$ cat src/design/fkdt_pkg.sv
// Package for the fingerprint-key double-tap filter.
// Holds payload types, code constants, phase enums and timing constants.
// Used by every module of the block; depends on nothing.
package fkdt_pkg;

  // Timing and limits
  localparam int BASE_CYCLES      = 8;
  localparam int CYCLE_TICKS      = 9;
  localparam int POWER_HOLD_TICKS = 60;
  localparam int WAIT_PERIOD_MAX  = 9;
  localparam int VIB_MAX          = 90;
  localparam int VIB_DEFAULT      = 20;
  localparam int WAIT_DEFAULT     = 2;

  // Results per request and result-queue depth
  localparam int MAX_RES = 3;
  localparam int QDEPTH  = 2;

  // Operation codes
  localparam logic [1:0] OP_KEY    = 2'd0;
  localparam logic [1:0] OP_SCREEN = 2'd1;
  localparam logic [1:0] OP_TICK   = 2'd2;

  // Filter modes
  localparam logic [1:0] MODE_OFF    = 2'd0;
  localparam logic [1:0] MODE_HOME   = 2'd1;
  localparam logic [1:0] MODE_DOUBLE = 2'd2;

  // Configuration register indexes
  localparam logic [1:0] CFG_MODE = 2'd0;
  localparam logic [1:0] CFG_WAIT = 2'd1;
  localparam logic [1:0] CFG_VIB  = 2'd2;

  // Result kinds
  localparam logic [1:0] K_DECIDE = 2'd0;
  localparam logic [1:0] K_HOME   = 2'd1;
  localparam logic [1:0] K_POWER  = 2'd2;
  localparam logic [1:0] K_VIB    = 2'd3;

  typedef enum logic [1:0] {
    WIN_COUNT,
    WIN_HOME,
    WIN_HOLD
  } win_phase_e;

  typedef enum logic [1:0] {
    PWR_IDLE,
    PWR_HOLD,
    PWR_LOCK
  } pwr_phase_e;

  typedef struct packed {
    logic [1:0] operation;
    logic       is_key_type;
    logic       key_pressed;
    logic       screen_level;
  } in_t;

  typedef struct packed {
    logic [1:0] kind;
    logic [6:0] value;
    logic       last;
  } out_t;

  typedef struct packed {
    logic [1:0] kind;
    logic [6:0] value;
  } res_t;

  // All results caused by one request
  typedef struct packed {
    logic [1:0]              count;
    res_t [MAX_RES-1:0]      res;
  } bundle_t;

  function automatic res_t make_res(logic [1:0] kind, logic [6:0] value);
    res_t r;
    r.kind  = kind;
    r.value = value;
    return r;
  endfunction

endpackage

$ cat src/design/fkdt_front.sv
// Front end: configuration registers, gesture state and classification.
// Turns each accepted request that has results into a bundle for the queue.
// Depends on fkdt_pkg.
module fkdt_front (
  input  logic              clk_i,
  input  logic              rst_ni,
  input  logic              cfg_valid_i,
  output logic              cfg_ready_o,
  input  logic [1:0]        cfg_index_i,
  input  logic [6:0]        cfg_data_i,
  input  logic              in_valid_i,
  output logic              in_stall_o,
  input  fkdt_pkg::in_t     in_data_i,
  input  logic              full_i,
  output logic              push_o,
  output fkdt_pkg::bundle_t bundle_o
);

  logic [1:0] mode_q, mode_d;
  logic [3:0] wait_q, wait_d;
  logic [6:0] vib_q, vib_d;

  logic disp_on_q, disp_on_d;
  logic finger_down_q, finger_down_d;
  logic win_pending_q, win_pending_d;
  logic win_busy_q, win_busy_d;
  logic break_q, break_d;
  logic win_done_q, win_done_d;
  logic home_sent_q, home_sent_d;
  logic rel_owed_q, rel_owed_d;
  logic pwr_pending_q, pwr_pending_d;
  fkdt_pkg::win_phase_e win_phase_q, win_phase_d;
  fkdt_pkg::pwr_phase_e pwr_phase_q, pwr_phase_d;
  logic [7:0] win_ticks_q, win_ticks_d;
  logic [6:0] pwr_ticks_q, pwr_ticks_d;

  logic acc, op_key, op_scr, op_tick;
  logic key_pass, m1_on, m2, m2_press, m2_rel_on, dbl_tap, m2_open, consume;
  logic w_start, w_count, w_break, w_home, w_rel, w_free;
  logic p_press, p_rel, p_done;
  logic [7:0] limit, win_inc;
  logic [6:0] pwr_inc;
  logic [1:0] n;
  fkdt_pkg::res_t [fkdt_pkg::MAX_RES-1:0] res;

  assign cfg_ready_o = 1'b1;
  assign in_stall_o  = full_i;
  assign acc         = in_valid_i && !full_i;

  // Decode configuration writes; a bad mode turns the filter off, other bad values fall back to defaults
  always_comb begin
    mode_d = mode_q;
    wait_d = wait_q;
    vib_d  = vib_q;
    if (cfg_valid_i) begin
      unique case (cfg_index_i)
        fkdt_pkg::CFG_MODE:
          mode_d = (cfg_data_i > 7'(fkdt_pkg::MODE_DOUBLE)) ? fkdt_pkg::MODE_OFF
                                                             : cfg_data_i[1:0];
        fkdt_pkg::CFG_WAIT:
          wait_d = (cfg_data_i > 7'(fkdt_pkg::WAIT_PERIOD_MAX)) ?
                   4'(fkdt_pkg::WAIT_DEFAULT) : cfg_data_i[3:0];
        fkdt_pkg::CFG_VIB:
          vib_d = (cfg_data_i > 7'(fkdt_pkg::VIB_MAX)) ? 7'(fkdt_pkg::VIB_DEFAULT)
                                                        : cfg_data_i;
        default: ;
      endcase
    end
  end

  // Classify the request
  always_comb begin
    op_key  = acc && (in_data_i.operation == fkdt_pkg::OP_KEY);
    op_scr  = acc && (in_data_i.operation == fkdt_pkg::OP_SCREEN);
    op_tick = acc && (in_data_i.operation == fkdt_pkg::OP_TICK);

    key_pass   = (mode_q == fkdt_pkg::MODE_OFF) || !in_data_i.is_key_type;
    m1_on      = op_key && !key_pass && (mode_q == fkdt_pkg::MODE_HOME) && disp_on_q;
    m2         = op_key && !key_pass && (mode_q == fkdt_pkg::MODE_DOUBLE);
    m2_press   = m2 && in_data_i.key_pressed && disp_on_q;
    m2_rel_on  = m2 && !in_data_i.key_pressed && finger_down_q && disp_on_q;
    dbl_tap    = m2_press && win_busy_q && !win_done_q;
    m2_open    = m2_press && !win_busy_q;
    consume    = m1_on || m2_press || m2_rel_on;

    limit   = 8'((fkdt_pkg::BASE_CYCLES + int'(wait_q)) * fkdt_pkg::CYCLE_TICKS);
    win_inc = win_ticks_q + 8'd1;
    w_start = op_tick && !win_busy_q && win_pending_q;
    w_count = op_tick && win_busy_q && (win_phase_q == fkdt_pkg::WIN_COUNT) && !break_q;
    w_break = op_tick && win_busy_q && (win_phase_q == fkdt_pkg::WIN_COUNT) && break_q;
    w_home  = w_count && ((win_inc >= limit) || (win_inc == 8'd0));
    w_rel   = op_tick && win_busy_q && (win_phase_q == fkdt_pkg::WIN_HOME) && rel_owed_q;
    w_free  = op_tick && win_busy_q &&
              (((win_phase_q == fkdt_pkg::WIN_HOME) && !rel_owed_q) ||
               (win_phase_q == fkdt_pkg::WIN_HOLD));

    pwr_inc = pwr_ticks_q + 7'd1;
    p_press = op_tick && (pwr_phase_q == fkdt_pkg::PWR_IDLE) && pwr_pending_q;
    p_rel   = op_tick && (pwr_phase_q == fkdt_pkg::PWR_HOLD) &&
              (pwr_inc >= 7'(fkdt_pkg::POWER_HOLD_TICKS));
    p_done  = op_tick && (pwr_phase_q == fkdt_pkg::PWR_LOCK) &&
              (pwr_inc >= 7'(fkdt_pkg::POWER_HOLD_TICKS / 2));
  end

  // Next state
  always_comb begin
    disp_on_d     = op_scr ? in_data_i.screen_level : disp_on_q;
    finger_down_d = finger_down_q;
    home_sent_d   = home_sent_q;
    break_d       = break_q;
    win_pending_d = win_pending_q;
    win_busy_d    = win_busy_q;
    win_done_d    = win_done_q;
    win_phase_d   = win_phase_q;
    win_ticks_d   = win_ticks_q;
    rel_owed_d    = rel_owed_q;
    pwr_pending_d = pwr_pending_q;
    pwr_phase_d   = pwr_phase_q;
    pwr_ticks_d   = pwr_ticks_q;

    // key presses and releases
    if (m2_press) begin
      finger_down_d = 1'b1;
      home_sent_d   = 1'b0;
      break_d       = 1'b1;
    end
    if (m2_open) win_pending_d = 1'b1;
    if (dbl_tap) begin
      pwr_pending_d = 1'b1;
      rel_owed_d    = 1'b0;
    end
    if (m2_rel_on) begin
      finger_down_d = 1'b0;
      if (!home_sent_q) rel_owed_d = 1'b1;
    end

    // window sequence
    if (w_start) begin
      win_pending_d = 1'b0;
      win_busy_d    = 1'b1;
      break_d       = 1'b0;
      win_done_d    = 1'b0;
      win_phase_d   = fkdt_pkg::WIN_COUNT;
      win_ticks_d   = 8'd0;
    end
    if (w_break) begin
      win_done_d = 1'b1;
      win_busy_d = 1'b0;
    end
    if (w_count) win_ticks_d = win_inc;
    if (w_home) begin
      win_done_d  = 1'b1;
      home_sent_d = 1'b1;
      win_phase_d = fkdt_pkg::WIN_HOME;
    end
    if (w_rel) begin
      rel_owed_d  = 1'b0;
      win_phase_d = fkdt_pkg::WIN_HOLD;
    end
    if (w_free) begin
      win_phase_d = fkdt_pkg::WIN_COUNT;
      win_busy_d  = 1'b0;
    end

    // power sequence
    if (op_tick) begin
      unique case (pwr_phase_q)
        fkdt_pkg::PWR_IDLE: begin
          if (p_press) begin
            pwr_pending_d = 1'b0;
            pwr_phase_d   = fkdt_pkg::PWR_HOLD;
            pwr_ticks_d   = 7'd0;
          end
        end
        fkdt_pkg::PWR_HOLD: begin
          pwr_ticks_d = pwr_inc;
          if (p_rel) begin
            pwr_phase_d = fkdt_pkg::PWR_LOCK;
            pwr_ticks_d = 7'd0;
          end
        end
        default: begin
          pwr_ticks_d = pwr_inc;
          if (p_done) begin
            rel_owed_d  = 1'b0;
            pwr_phase_d = fkdt_pkg::PWR_IDLE;
            pwr_ticks_d = 7'd0;
          end
        end
      endcase
    end
  end

  // Build the result bundle: side events first, decision last for a key request
  always_comb begin
    n   = 2'd0;
    res = '0;
    if (op_key) begin
      if (m1_on && in_data_i.key_pressed) begin
        res[0] = fkdt_pkg::make_res(fkdt_pkg::K_VIB, vib_q);
        res[1] = fkdt_pkg::make_res(fkdt_pkg::K_HOME, 7'd1);
        n      = 2'd2;
      end else if (m1_on) begin
        res[0] = fkdt_pkg::make_res(fkdt_pkg::K_HOME, 7'd0);
        n      = 2'd1;
      end else if (dbl_tap) begin
        res[0] = fkdt_pkg::make_res(fkdt_pkg::K_VIB, vib_q);
        n      = 2'd1;
      end else if (m2_rel_on && home_sent_q) begin
        res[0] = fkdt_pkg::make_res(fkdt_pkg::K_HOME, 7'd0);
        n      = 2'd1;
      end
      res[n] = fkdt_pkg::make_res(fkdt_pkg::K_DECIDE, {6'd0, consume});
      n      = n + 2'd1;
    end else if (op_tick) begin
      if (w_start) begin
        res[0] = fkdt_pkg::make_res(fkdt_pkg::K_VIB, vib_q);
        n      = 2'd1;
      end else if (w_home) begin
        res[0] = fkdt_pkg::make_res(fkdt_pkg::K_HOME, 7'd1);
        n      = 2'd1;
      end else if (w_rel) begin
        res[0] = fkdt_pkg::make_res(fkdt_pkg::K_HOME, 7'd0);
        n      = 2'd1;
      end
      if (p_press) begin
        res[n] = fkdt_pkg::make_res(fkdt_pkg::K_POWER, 7'd1);
        n      = n + 2'd1;
      end else if (p_rel) begin
        res[n] = fkdt_pkg::make_res(fkdt_pkg::K_POWER, 7'd0);
        n      = n + 2'd1;
      end
    end
    push_o         = n != 2'd0;
    bundle_o.count = n;
    bundle_o.res   = res;
  end

  // Hold configuration and gesture state
  always_ff @(posedge clk_i or negedge rst_ni) begin
    if (!rst_ni) begin
      mode_q        <= fkdt_pkg::MODE_DOUBLE;
      wait_q        <= 4'(fkdt_pkg::WAIT_DEFAULT);
      vib_q         <= 7'(fkdt_pkg::VIB_DEFAULT);
      disp_on_q     <= 1'b1;
      finger_down_q <= 1'b0;
      win_pending_q <= 1'b0;
      win_busy_q    <= 1'b0;
      break_q       <= 1'b1;
      win_done_q    <= 1'b0;
      home_sent_q   <= 1'b0;
      rel_owed_q    <= 1'b0;
      pwr_pending_q <= 1'b0;
      win_phase_q   <= fkdt_pkg::WIN_COUNT;
      pwr_phase_q   <= fkdt_pkg::PWR_IDLE;
      win_ticks_q   <= 8'd0;
      pwr_ticks_q   <= 7'd0;
    end else begin
      mode_q        <= mode_d;
      wait_q        <= wait_d;
      vib_q         <= vib_d;
      disp_on_q     <= disp_on_d;
      finger_down_q <= finger_down_d;
      win_pending_q <= win_pending_d;
      win_busy_q    <= win_busy_d;
      break_q       <= break_d;
      win_done_q    <= win_done_d;
      home_sent_q   <= home_sent_d;
      rel_owed_q    <= rel_owed_d;
      pwr_pending_q <= pwr_pending_d;
      win_phase_q   <= win_phase_d;
      pwr_phase_q   <= pwr_phase_d;
      win_ticks_q   <= win_ticks_d;
      pwr_ticks_q   <= pwr_ticks_d;
    end
  end

endmodule

$ cat src/design/fkdt_queue.sv
// Short queue of result bundles between the front and back ends.
// Register based, one push and one pop per cycle. Depends on fkdt_pkg.
module fkdt_queue (
  input  logic              clk_i,
  input  logic              rst_ni,
  input  logic              push_i,
  input  fkdt_pkg::bundle_t wdata_i,
  output logic              full_o,
  input  logic              pop_i,
  output logic              empty_o,
  output fkdt_pkg::bundle_t rdata_o
);

  localparam int PtrW = (fkdt_pkg::QDEPTH > 1) ? $clog2(fkdt_pkg::QDEPTH) : 1;
  localparam int CntW = $clog2(fkdt_pkg::QDEPTH + 1);

  fkdt_pkg::bundle_t mem_q [fkdt_pkg::QDEPTH];
  logic [PtrW-1:0] wr_ptr_q, wr_ptr_d, rd_ptr_q, rd_ptr_d;
  logic [CntW-1:0] cnt_q, cnt_d;

  assign full_o  = cnt_q == CntW'(fkdt_pkg::QDEPTH);
  assign empty_o = cnt_q == '0;
  assign rdata_o = mem_q[rd_ptr_q];

  // Advance pointers and fill count
  always_comb begin
    wr_ptr_d = wr_ptr_q;
    rd_ptr_d = rd_ptr_q;
    cnt_d    = cnt_q;
    if (push_i) begin
      wr_ptr_d = (wr_ptr_q == PtrW'(fkdt_pkg::QDEPTH - 1)) ? '0 : wr_ptr_q + PtrW'(1);
    end
    if (pop_i) begin
      rd_ptr_d = (rd_ptr_q == PtrW'(fkdt_pkg::QDEPTH - 1)) ? '0 : rd_ptr_q + PtrW'(1);
    end
    if (push_i && !pop_i) cnt_d = cnt_q + CntW'(1);
    else if (!push_i && pop_i) cnt_d = cnt_q - CntW'(1);
  end

  always_ff @(posedge clk_i or negedge rst_ni) begin
    if (!rst_ni) begin
      wr_ptr_q <= '0;
      rd_ptr_q <= '0;
      cnt_q    <= '0;
    end else begin
      wr_ptr_q <= wr_ptr_d;
      rd_ptr_q <= rd_ptr_d;
      cnt_q    <= cnt_d;
    end
  end

  // Store bundles
  always_ff @(posedge clk_i) begin
    if (push_i) mem_q[wr_ptr_q] <= wdata_i;
  end

`ifndef SYNTH
  a_no_overflow: assert property (@(posedge clk_i) disable iff (!rst_ni)
    push_i |-> !full_o) else $error("queue push while full");
  a_no_underflow: assert property (@(posedge clk_i) disable iff (!rst_ni)
    pop_i |-> !empty_o) else $error("queue pop while empty");
  a_nonempty_bundle: assert property (@(posedge clk_i) disable iff (!rst_ni)
    push_i |-> (wdata_i.count != 2'd0)) else $error("empty bundle pushed");
`endif

endmodule

$ cat src/design/fkdt_back.sv
// Back end: hands out the results of the head bundle one per cycle while out_stall_i is low.
// Marks the final result of each request. Depends on fkdt_pkg.
module fkdt_back (
  input  logic              clk_i,
  input  logic              rst_ni,
  input  logic              empty_i,
  input  fkdt_pkg::bundle_t bundle_i,
  output logic              pop_o,
  output logic              out_valid_o,
  input  logic              out_stall_i,
  output fkdt_pkg::out_t    out_data_o
);

  logic [1:0] idx_q, idx_d;
  logic       last, advance;

  assign out_valid_o      = !empty_i;
  assign last             = idx_q == (bundle_i.count - 2'd1);
  assign advance          = out_valid_o && !out_stall_i;
  assign pop_o            = advance && last;
  assign out_data_o.kind  = bundle_i.res[idx_q].kind;
  assign out_data_o.value = bundle_i.res[idx_q].value;
  assign out_data_o.last  = last;

  // Step through the bundle, wrap on its last result
  always_comb begin
    idx_d = idx_q;
    if (advance) idx_d = last ? 2'd0 : idx_q + 2'd1;
  end

  always_ff @(posedge clk_i or negedge rst_ni) begin
    if (!rst_ni) begin
      idx_q <= 2'd0;
    end else begin
      idx_q <= idx_d;
    end
  end

`ifndef SYNTH
  a_idx_in_bundle: assert property (@(posedge clk_i) disable iff (!rst_ni)
    out_valid_o |-> (idx_q < bundle_i.count)) else $error("result index past bundle");
  a_idx_rest: assert property (@(posedge clk_i) disable iff (!rst_ni)
    empty_i |-> (idx_q == 2'd0)) else $error("result index not reset on empty queue");
`endif

endmodule

$ cat src/design/fingerprint_key_double_tap_filter_core.sv
// Top level of the fingerprint-key double-tap filter.
// Connects fkdt_front, fkdt_queue and fkdt_back; depends on fkdt_pkg.
//
//  channel | direction | handshake                | payload
//  --------+-----------+--------------------------+----------------------------
//  cfg     | in        | cfg_valid_i / cfg_ready_o | cfg_index_i, cfg_data_i
//  in      | in        | in_valid_i / in_stall_o   | in_data_i (operation, flags)
//  out     | out       | out_valid_o / out_stall_i | out_data_o (kind, value, last)
//
// A request is classified in the cycle it is accepted; one request per cycle while in_stall_o is low.
// Its results (up to three) are queued and leave one per cycle while out_stall_i is low.
// A two-entry bundle queue sits between the front and back ends; in_stall_o
// rises only while that queue is full. Configuration writes are registered.
// Reset is asynchronous; no clearing pass is needed.
module fingerprint_key_double_tap_filter_core (
  input  logic           clk_i,
  input  logic           rst_ni,
  input  logic           cfg_valid_i,
  output logic           cfg_ready_o,
  input  logic [1:0]     cfg_index_i,
  input  logic [6:0]     cfg_data_i,
  input  logic           in_valid_i,
  output logic           in_stall_o,
  input  fkdt_pkg::in_t  in_data_i,
  output logic           out_valid_o,
  input  logic           out_stall_i,
  output fkdt_pkg::out_t out_data_o
);

  logic              push, pop, full, empty;
  fkdt_pkg::bundle_t wbundle, rbundle;

  fkdt_front u_front (
    .clk_i       (clk_i),
    .rst_ni      (rst_ni),
    .cfg_valid_i (cfg_valid_i),
    .cfg_ready_o (cfg_ready_o),
    .cfg_index_i (cfg_index_i),
    .cfg_data_i  (cfg_data_i),
    .in_valid_i  (in_valid_i),
    .in_stall_o  (in_stall_o),
    .in_data_i   (in_data_i),
    .full_i      (full),
    .push_o      (push),
    .bundle_o    (wbundle)
  );

  fkdt_queue u_queue (
    .clk_i   (clk_i),
    .rst_ni  (rst_ni),
    .push_i  (push),
    .wdata_i (wbundle),
    .full_o  (full),
    .pop_i   (pop),
    .empty_o (empty),
    .rdata_o (rbundle)
  );

  fkdt_back u_back (
    .clk_i       (clk_i),
    .rst_ni      (rst_ni),
    .empty_i     (empty),
    .bundle_i    (rbundle),
    .pop_o       (pop),
    .out_valid_o (out_valid_o),
    .out_stall_i (out_stall_i),
    .out_data_o  (out_data_o)
  );

endmodule

$ cat config.mk
export PLATFORM = sky130hd
export DESIGN_NAME = fingerprint_key_double_tap_filter_core
export DESIGN_NICKNAME = d
export VERILOG_FILES = /design/src/design/fkdt_pkg.sv /design/src/design/fkdt_front.sv /design/src/design/fkdt_queue.sv /design/src/design/fkdt_back.sv /design/src/design/fingerprint_key_double_tap_filter_core.sv
export SDC_FILE = /design/constraint.sdc
export NUM_CORES = 1
export LEC_CHECK = 0
export BUFFER_PORTS_ARGS = -buffer_cell sky130_fd_sc_hd__buf_2
export CAP_MARGIN = 20
export CORE_ASPECT_RATIO = 1.75
export CORE_MARGIN = 4
export CORE_UTILIZATION = 50
export CTS_CLUSTER_DIAMETER = 40
export CTS_CLUSTER_SIZE = 25
export DETAILED_ROUTE_END_ITERATION = 16
export GPL_TIMING_DRIVEN = 0
export PLACE_DENSITY = 0.68
export SLEW_MARGIN = 20
export SYNTH_ARGS = -nofsm -noshare
export SYNTH_HDL_FRONTEND = slang
export SYNTH_SLANG_ARGS = --single-unit
$ cat constraint.sdc
create_clock -name clk_i -period 13.7 [get_ports clk_i]
set_clock_uncertainty 0.15 [all_clocks]
set_input_delay 0.685 -clock clk_i [delete_from_list [all_inputs] [get_ports clk_i]]
set_output_delay 0.685 -clock clk_i [all_outputs]
set_load 0.1 [all_outputs]
* Word-level counts from Yosys, hierarchy flattened
Memories as Yosys holds them, arrays and structs flattened.
Index checks and enable logic that the tools add are counted.
** Storage, ports and cells
- Register bits after elaboration :: 47
- RAM bits :: 58
- Logic and storage cells :: 231
- Memories kept :: 1
** Memory list
- u_queue.mem_q :: words 2, width 29, rd ports 1, clocked after memory_dff 0, write ports 1, RTL line fkdt_queue.sv:17 : fkdt_pkg::bundle_t mem_q [fkdt_pkg::QDEPTH];
** Cells by class
- Add/sub/neg operators :: 11
- Multipliers :: 1
- Magnitude comparators :: 11
- Eq/ne operators :: 14
- Mux-type cells :: 85
- Bitwise operators :: 6
- Reductions and logical operators :: 82
** Operator list (count)
- $mux W27 :: 4
- $mux W9 :: 12
- $mux W2 :: 23
- $logic_and A1 B1 Y1 :: 41
- $mux W8 :: 5
- $demux W9 S2 :: 2
- $mul A32 B5 Y8 const B :: 1
- $mux W1 :: 30
- $mux W7 :: 4
- $bwmux W27 :: 1
- $and A8 B24 Y24 :: 1
- $not A24 Y24 :: 1
- $and A7 B21 Y21 :: 1
- $not A21 Y21 :: 1
- $bmux W9 S2 :: 1
- $pmux W7 S2 :: 1
- $reduce_bool A2 Y1 :: 7
- $eq A2 B2 Y1 const B :: 6
- $logic_not A1 Y1 :: 12
- $logic_not A2 Y1 :: 6
- $eq A2 B1 Y1 const B :: 5
- $lt A2 B3 Y1 const B :: 3
- $reduce_bool A3 Y1 :: 3
- $add A2 B1 Y2 const B :: 4
- 24 further kinds :: 35

* Logic depth before layout (Yosys ltp)
- Word-level depth :: 22
- Gate-level depth with buffers :: 20
- Depth with buffers taken out :: 20

* Hierarchy
A second synthesis with hierarchy kept.
** Unflattened totals
- Cell total of the unflattened synthesis :: 512
- Area, all modules :: 5858.1 um2
** Modules (own cells, without submodules)
- fkdt_front :: instances 1, cells an instance 357, area each 3105.5 um2, sequential area each 1033.5 um2
- fkdt_queue :: instances 1, cells an instance 106, area each 2397.3 um2, sequential area each 1841.8 um2
- fkdt_back :: instances 1, cells an instance 49, area each 355.3 um2, sequential area each 50.0 um2

* Least setup slack after synthesis
OpenSTA, ideal clock, no wires.
- Path type :: flip-flop to flip-flop
- Start :: reg u_front.wait_q[1]
- End :: mem u_queue.mem_q[1][0] (netlist name) (enable)
- Setup time :: 0.390 ns
- Data arrival time :: 3.919 ns
- Required time :: 13.160 ns
- Setup slack :: 9.242 ns
- Cell stages (with the launch flop) :: 16
- Period minus slack after synthesis :: 4.458 ns
- Path through :: dfstp_2 > ha_1 > ha_1 > inv_1 > fa_1 > ha_1 > a21oi_1 > o21ai_0 > a311o_1 > o21ai_2 > nand2_1 > ha_1 > nor2_1 > a21oi_1 > nor2_1 > nor2b_1
** Between the ends
- Longest elaborated chain between the ends :: 17
** Ends and longest elaborated chain
- from (decl) :: RTL line fkdt_front.sv:20 : logic [3:0] wait_q, wait_d;
- from (signal assigned) :: RTL line fkdt_front.sv:243 : wait_q <= 4'(fkdt_pkg::WAIT_DEFAULT);
- from (signal assigned) :: RTL line fkdt_front.sv:260 : wait_q <= wait_d;
- $add A4 B4 Y5 (*) :: RTL line fkdt_front.sv:86 : limit = 8'((fkdt_pkg::BASE_CYCLES + int'(wait_q)) * fkdt_pkg::CYCLE_TICKS);
- $mul A32 B5 Y8 (*) :: RTL line fkdt_front.sv:86
- $ge A8 B8 Y1 (*) :: RTL line fkdt_front.sv:91 : w_home = w_count && ((win_inc >= limit) || (win_inc == 8'd0));
- $logic_or A1 B1 Y1 (*) :: RTL line fkdt_front.sv:91
- $logic_and A1 B1 Y1 (*) :: RTL line fkdt_front.sv:91
- $mux W2 (*) :: RTL line fkdt_front.sv:219 : end else if (w_home) begin
- $mux W2 (*) :: RTL line fkdt_front.sv:216 : if (w_start) begin
- $mux W2 (*) :: RTL line fkdt_front.sv:215 : end else if (op_tick) begin
- $mux W2 (*) :: RTL line fkdt_front.sv:198 : if (op_key) begin
- $add A2 B1 Y2 :: RTL line fkdt_front.sv:228, fkdt_front.sv:231
- $mux W2 :: RTL line fkdt_front.sv:229 : end else if (p_rel) begin
- $mux W2 (*) :: RTL line fkdt_front.sv:226 : if (p_press) begin
- $mux W2 (*) :: RTL line fkdt_front.sv:215
- $mux W2 (*) :: RTL line fkdt_front.sv:198
- $reduce_bool A2 Y1 (*) :: RTL line fkdt_front.sv:234 : push_o = n != 2'd0;
- $mux W1 (*) :: RTL line fkdt_queue.sv:54 : if (push_i) mem_q[wr_ptr_q] <= wdata_i;
- $mux W1 (not written as such) (*) :: RTL line fkdt_queue.sv:54
- to (decl) :: RTL line fkdt_queue.sv:17
Every way passes the cells marked *; elsewhere a longest branch is shown, timed or not. The select of a mux whose other input is x is not followed.

* Worst setup path after layout
- Start :: reg u_front.wait_q[1]
- End :: mem u_queue.mem_q[1][1] (netlist name) (enable)
Same word-level chain as after synthesis.

==> results.md <==
- Worst-Skew Late Latency: roughly 350 ps
- Port bufs: 30
- Dpl hpwl: around 6.6 mm
- Setup Buffers After CTS: 0
- DR vias/cell: 5.50
- Die X-Extent: approximately 79 um
- Post-route ant nets: 0
- Clock transition at the registers of the reported paths: 60 ps
- P_leak: 2.16 nW
- Vias in the first global route: ~3.2k
- Post-cts sizing count: 0
- Nets@finish: a little over 500
- Area contributors post-synth: dfrtp_1, edfxtp_1, ha_1
- Family with the most delay on the worst path: adder cells
- Peak supply drop: approximately 0.11 mV
- Final Setup Violations: 0
- Layout cells sized above 1: 18.3%
- WP data required: ~14,000 ps
- Clock Sinks: slightly below 80
- Most common library cells after synthesis: nand2_1, dfrtp_1, nor2_1
- #FFs+latches synth: between 70 and 80
- Tmin final: around 4700 ps
- Initial DRC Count: approximately 150
- Syn Std Cell Area: 4440 um2
- Die ar.: between 10,000 and 15,000 um2
- Cell taking the most area after synthesis: dfrtp_1
- Yosys top cell area share: 23.1%
- FP Rows: 45
- Post-synth EDFFs: 30
- Synth Instances: between 400 and 500
- Crit-path max FO: 16
- Via count: between 3k and 4k
- Diode count: 0
- HP Class: in2async
- Die height: roughly 130 um
- Setup Crit Path Kind: reg2reg
- Total power: between 0.8 and 0.9 mW
- Max-Slew Margin vs Limit: between 40% and 50%
- Seq/Total Area, Yosys: 46.9%
- Avg Cell Area, Syn: between 10 and 15 um2
- Critical Path Start Type: register
- Starting Density: between 50% and 60%
- CP max-delay cell: nor2b_2
- Setup TNS: 0 ps
- Largest net degree at the start of global routing: 48
- WHS: between 200 and 250 ps
- Crit-path cells: ha_1, ha_1, inv_1, fa_1, ha_1, a21oi_1, o21ai_0, a311o_1, o21ai_2, nand2_1, ha_1, nor2_1, a21oi_1, nor2_1, nor2b_2
- Status: finished clean
- Critical R2R Launch: u_front.wait_q[1]$_DFFE_PN1P_
- TritonCTS clock tree: built
- GPL Wtd Cong: approximately 0.9
- Tot GR Track Use: about a fifth
- Final Max Slew Viols: 0
- Top_reg_cell synth: dfrtp_1
- Period utilisation layout: 34.1%
- Worst r2r dst: u_queue.mem_q[1][1]$_DFFE_PP_
- Core Box Area: about 8700 um2
- 1st-pass router iterations: 4
- Hold_buf cts: 0
- CTS Buffer Depth: 2
- PD cells: 164 nW/um2
- Worst Path Buf+Inv: 1
- Critical Path AT: 4490 ps
- Hold Vio Cnt, Final: 0
- Reg2Reg Depth: 15
- Critical Path End Type: register
- Total of max-cap violations: 0
- Global-route wire length before repair: about 15 mm
- H-tree depth: 3
- Fmax: between 200 and 250 MHz
- Root Driver: clkbuf_16
- RSZ-0062 raised after global routing: no
- Worst Tran Pin Value: 821 ps
- Synthesis-to-layout area growth: 13.6%
- Max stage delay on crit path: 670 ps
- Num CTS Buffers: 9
- Most common cell in the netlist: nand2_1
- Synthesis warning total: 0
- I/O pin total: 32
- Gr ovfl total: 0
- Most used cell, CP: ha_1
- Routed len/inst: 15.0 um
- Reg2reg setup slack: 9030 ps
- Initial antenna violation count: 0
- Net count after synthesis: between 400 and 500
- Distinct cells, synth: 67
- DRT Wirelength: approximately 9 mm
- DRC viols: 0
- Asr flop ratio synth: 61.0%
per-layer routing:
metal  track usage, %  part of all wire [%]
met2             32.6                    55
met3             4.16                   2.8
met1             21.3                    39
met5                0                     0
met4             8.80                   2.5
layout by cell type (no fill, tap or decap), types with 7 or more instances in the layout:
cell type,n
buf_2,33
o21ai_0,28
nor2b_1,8
nand3b_1,7
nand2b_1,9
nor2_1,33
nand2_1,43
a22o_1,12
and2_1,8
a21oi_1,14
nand3_1,13
mux2i_1,10
nor3_1,11
o31ai_1,8
xnor2_1,10
dfrtp_1,41
ha_1,17
clkbuf_16,10
inv_1,25
edfxtp_1,30
power breakdown:
part | internal, mW | switching (mW) | leakage (nW)
Combinational | 0.0793 | 0.224 | 1.12
Sequential | 0.269 | 0.0193 | 0.890
Clock | 0.136 | 0.0984 | 0.146
Total | 0.484 | 0.342 | 2.16
cells by family (layout without fill, tap and decap cells):
logic type	count (synthesis)	after routing	share of synthesized area, %
fa+ha+maj	18	18	5.24
buf+inv	43	89	4.90
xor+xnor	16	16	3.16
flops	77	77	46.9
other cells	1	1	0.0844
mux	16	16	4.54
simple gates	163	163	19.9
compound gates	96	96	15.3
worst max-delay path by stage:
stage / depth (start not counted) / from / to
2_1_floorplan: 15 / u_front.wait_q[1]$_DFFE_PN1P_ / u_queue.mem_q[1][0]$_DFFE_PP_
3_3_place_gp: 15 / u_front.wait_q[1]$_DFFE_PN1P_ / u_queue.mem_q[1][2]$_DFFE_PP_
3_5_place_dp: 15 / u_front.wait_q[1]$_DFFE_PN1P_ / u_queue.mem_q[1][2]$_DFFE_PP_
4_1_cts: 15 / u_front.wait_q[1]$_DFFE_PN1P_ / u_queue.mem_q[1][1]$_DFFE_PP_
5_1_grt: 15 / u_front.wait_q[1]$_DFFE_PN1P_ / u_queue.mem_q[1][1]$_DFFE_PP_
6_report: 15 / u_front.wait_q[1]$_DFFE_PN1P_ / u_queue.mem_q[1][1]$_DFFE_PP_
through the flow:
step | instances | util [%] | worst slack (ps) | area (um2)
global route | 593 | 58.2 | 8690 | 5040
floorplan | 430 | - | 9240 | 4440
CTS | 593 | 58.1 | 9000 | 5040
finish | 593 | 58.2 | 9030 | 5040
detailed placement | 577 | 54.7 | 9020 | 4740
global placement | 577 | 54.6 | 8640 | 4740
flip-flops by register name (all words and copies together) (netlist names):
name / count
u_back.idx_q: 2
u_front.break_q: 1
u_front.disp_on_q: 1
u_front.finger_down_q: 1
u_front.home_sent_q: 1
u_front.mode_q: 2
u_front.pwr_pending_q: 1
u_front.pwr_phase_q: 2
u_front.pwr_ticks_q: 7
u_front.rel_owed_q: 1
u_front.vib_q: 7
u_front.wait_q: 4
u_front.win_busy_q: 1
u_front.win_done_q: 1
u_front.win_pending_q: 1
u_front.win_phase_q: 2
u_front.win_ticks_q: 8
u_queue.cnt_q: 2
u_queue.mem_q: 30
u_queue.rd_ptr_q: 1
u_queue.wr_ptr_q: 1
cell type report:
type | instances | area, um2
multi-input combinational | 310 | 2140
fill | 808 | 3630
inverter | 25 | 93.8
timing repair buffer | 30 | 153
clock buffer | 10 | 250
sequential | 77 | 2080
tap | 117 | 146
clock inverter | 6 | 48.8
buffer | 18 | 124
(Power assumes the default switching activity.)
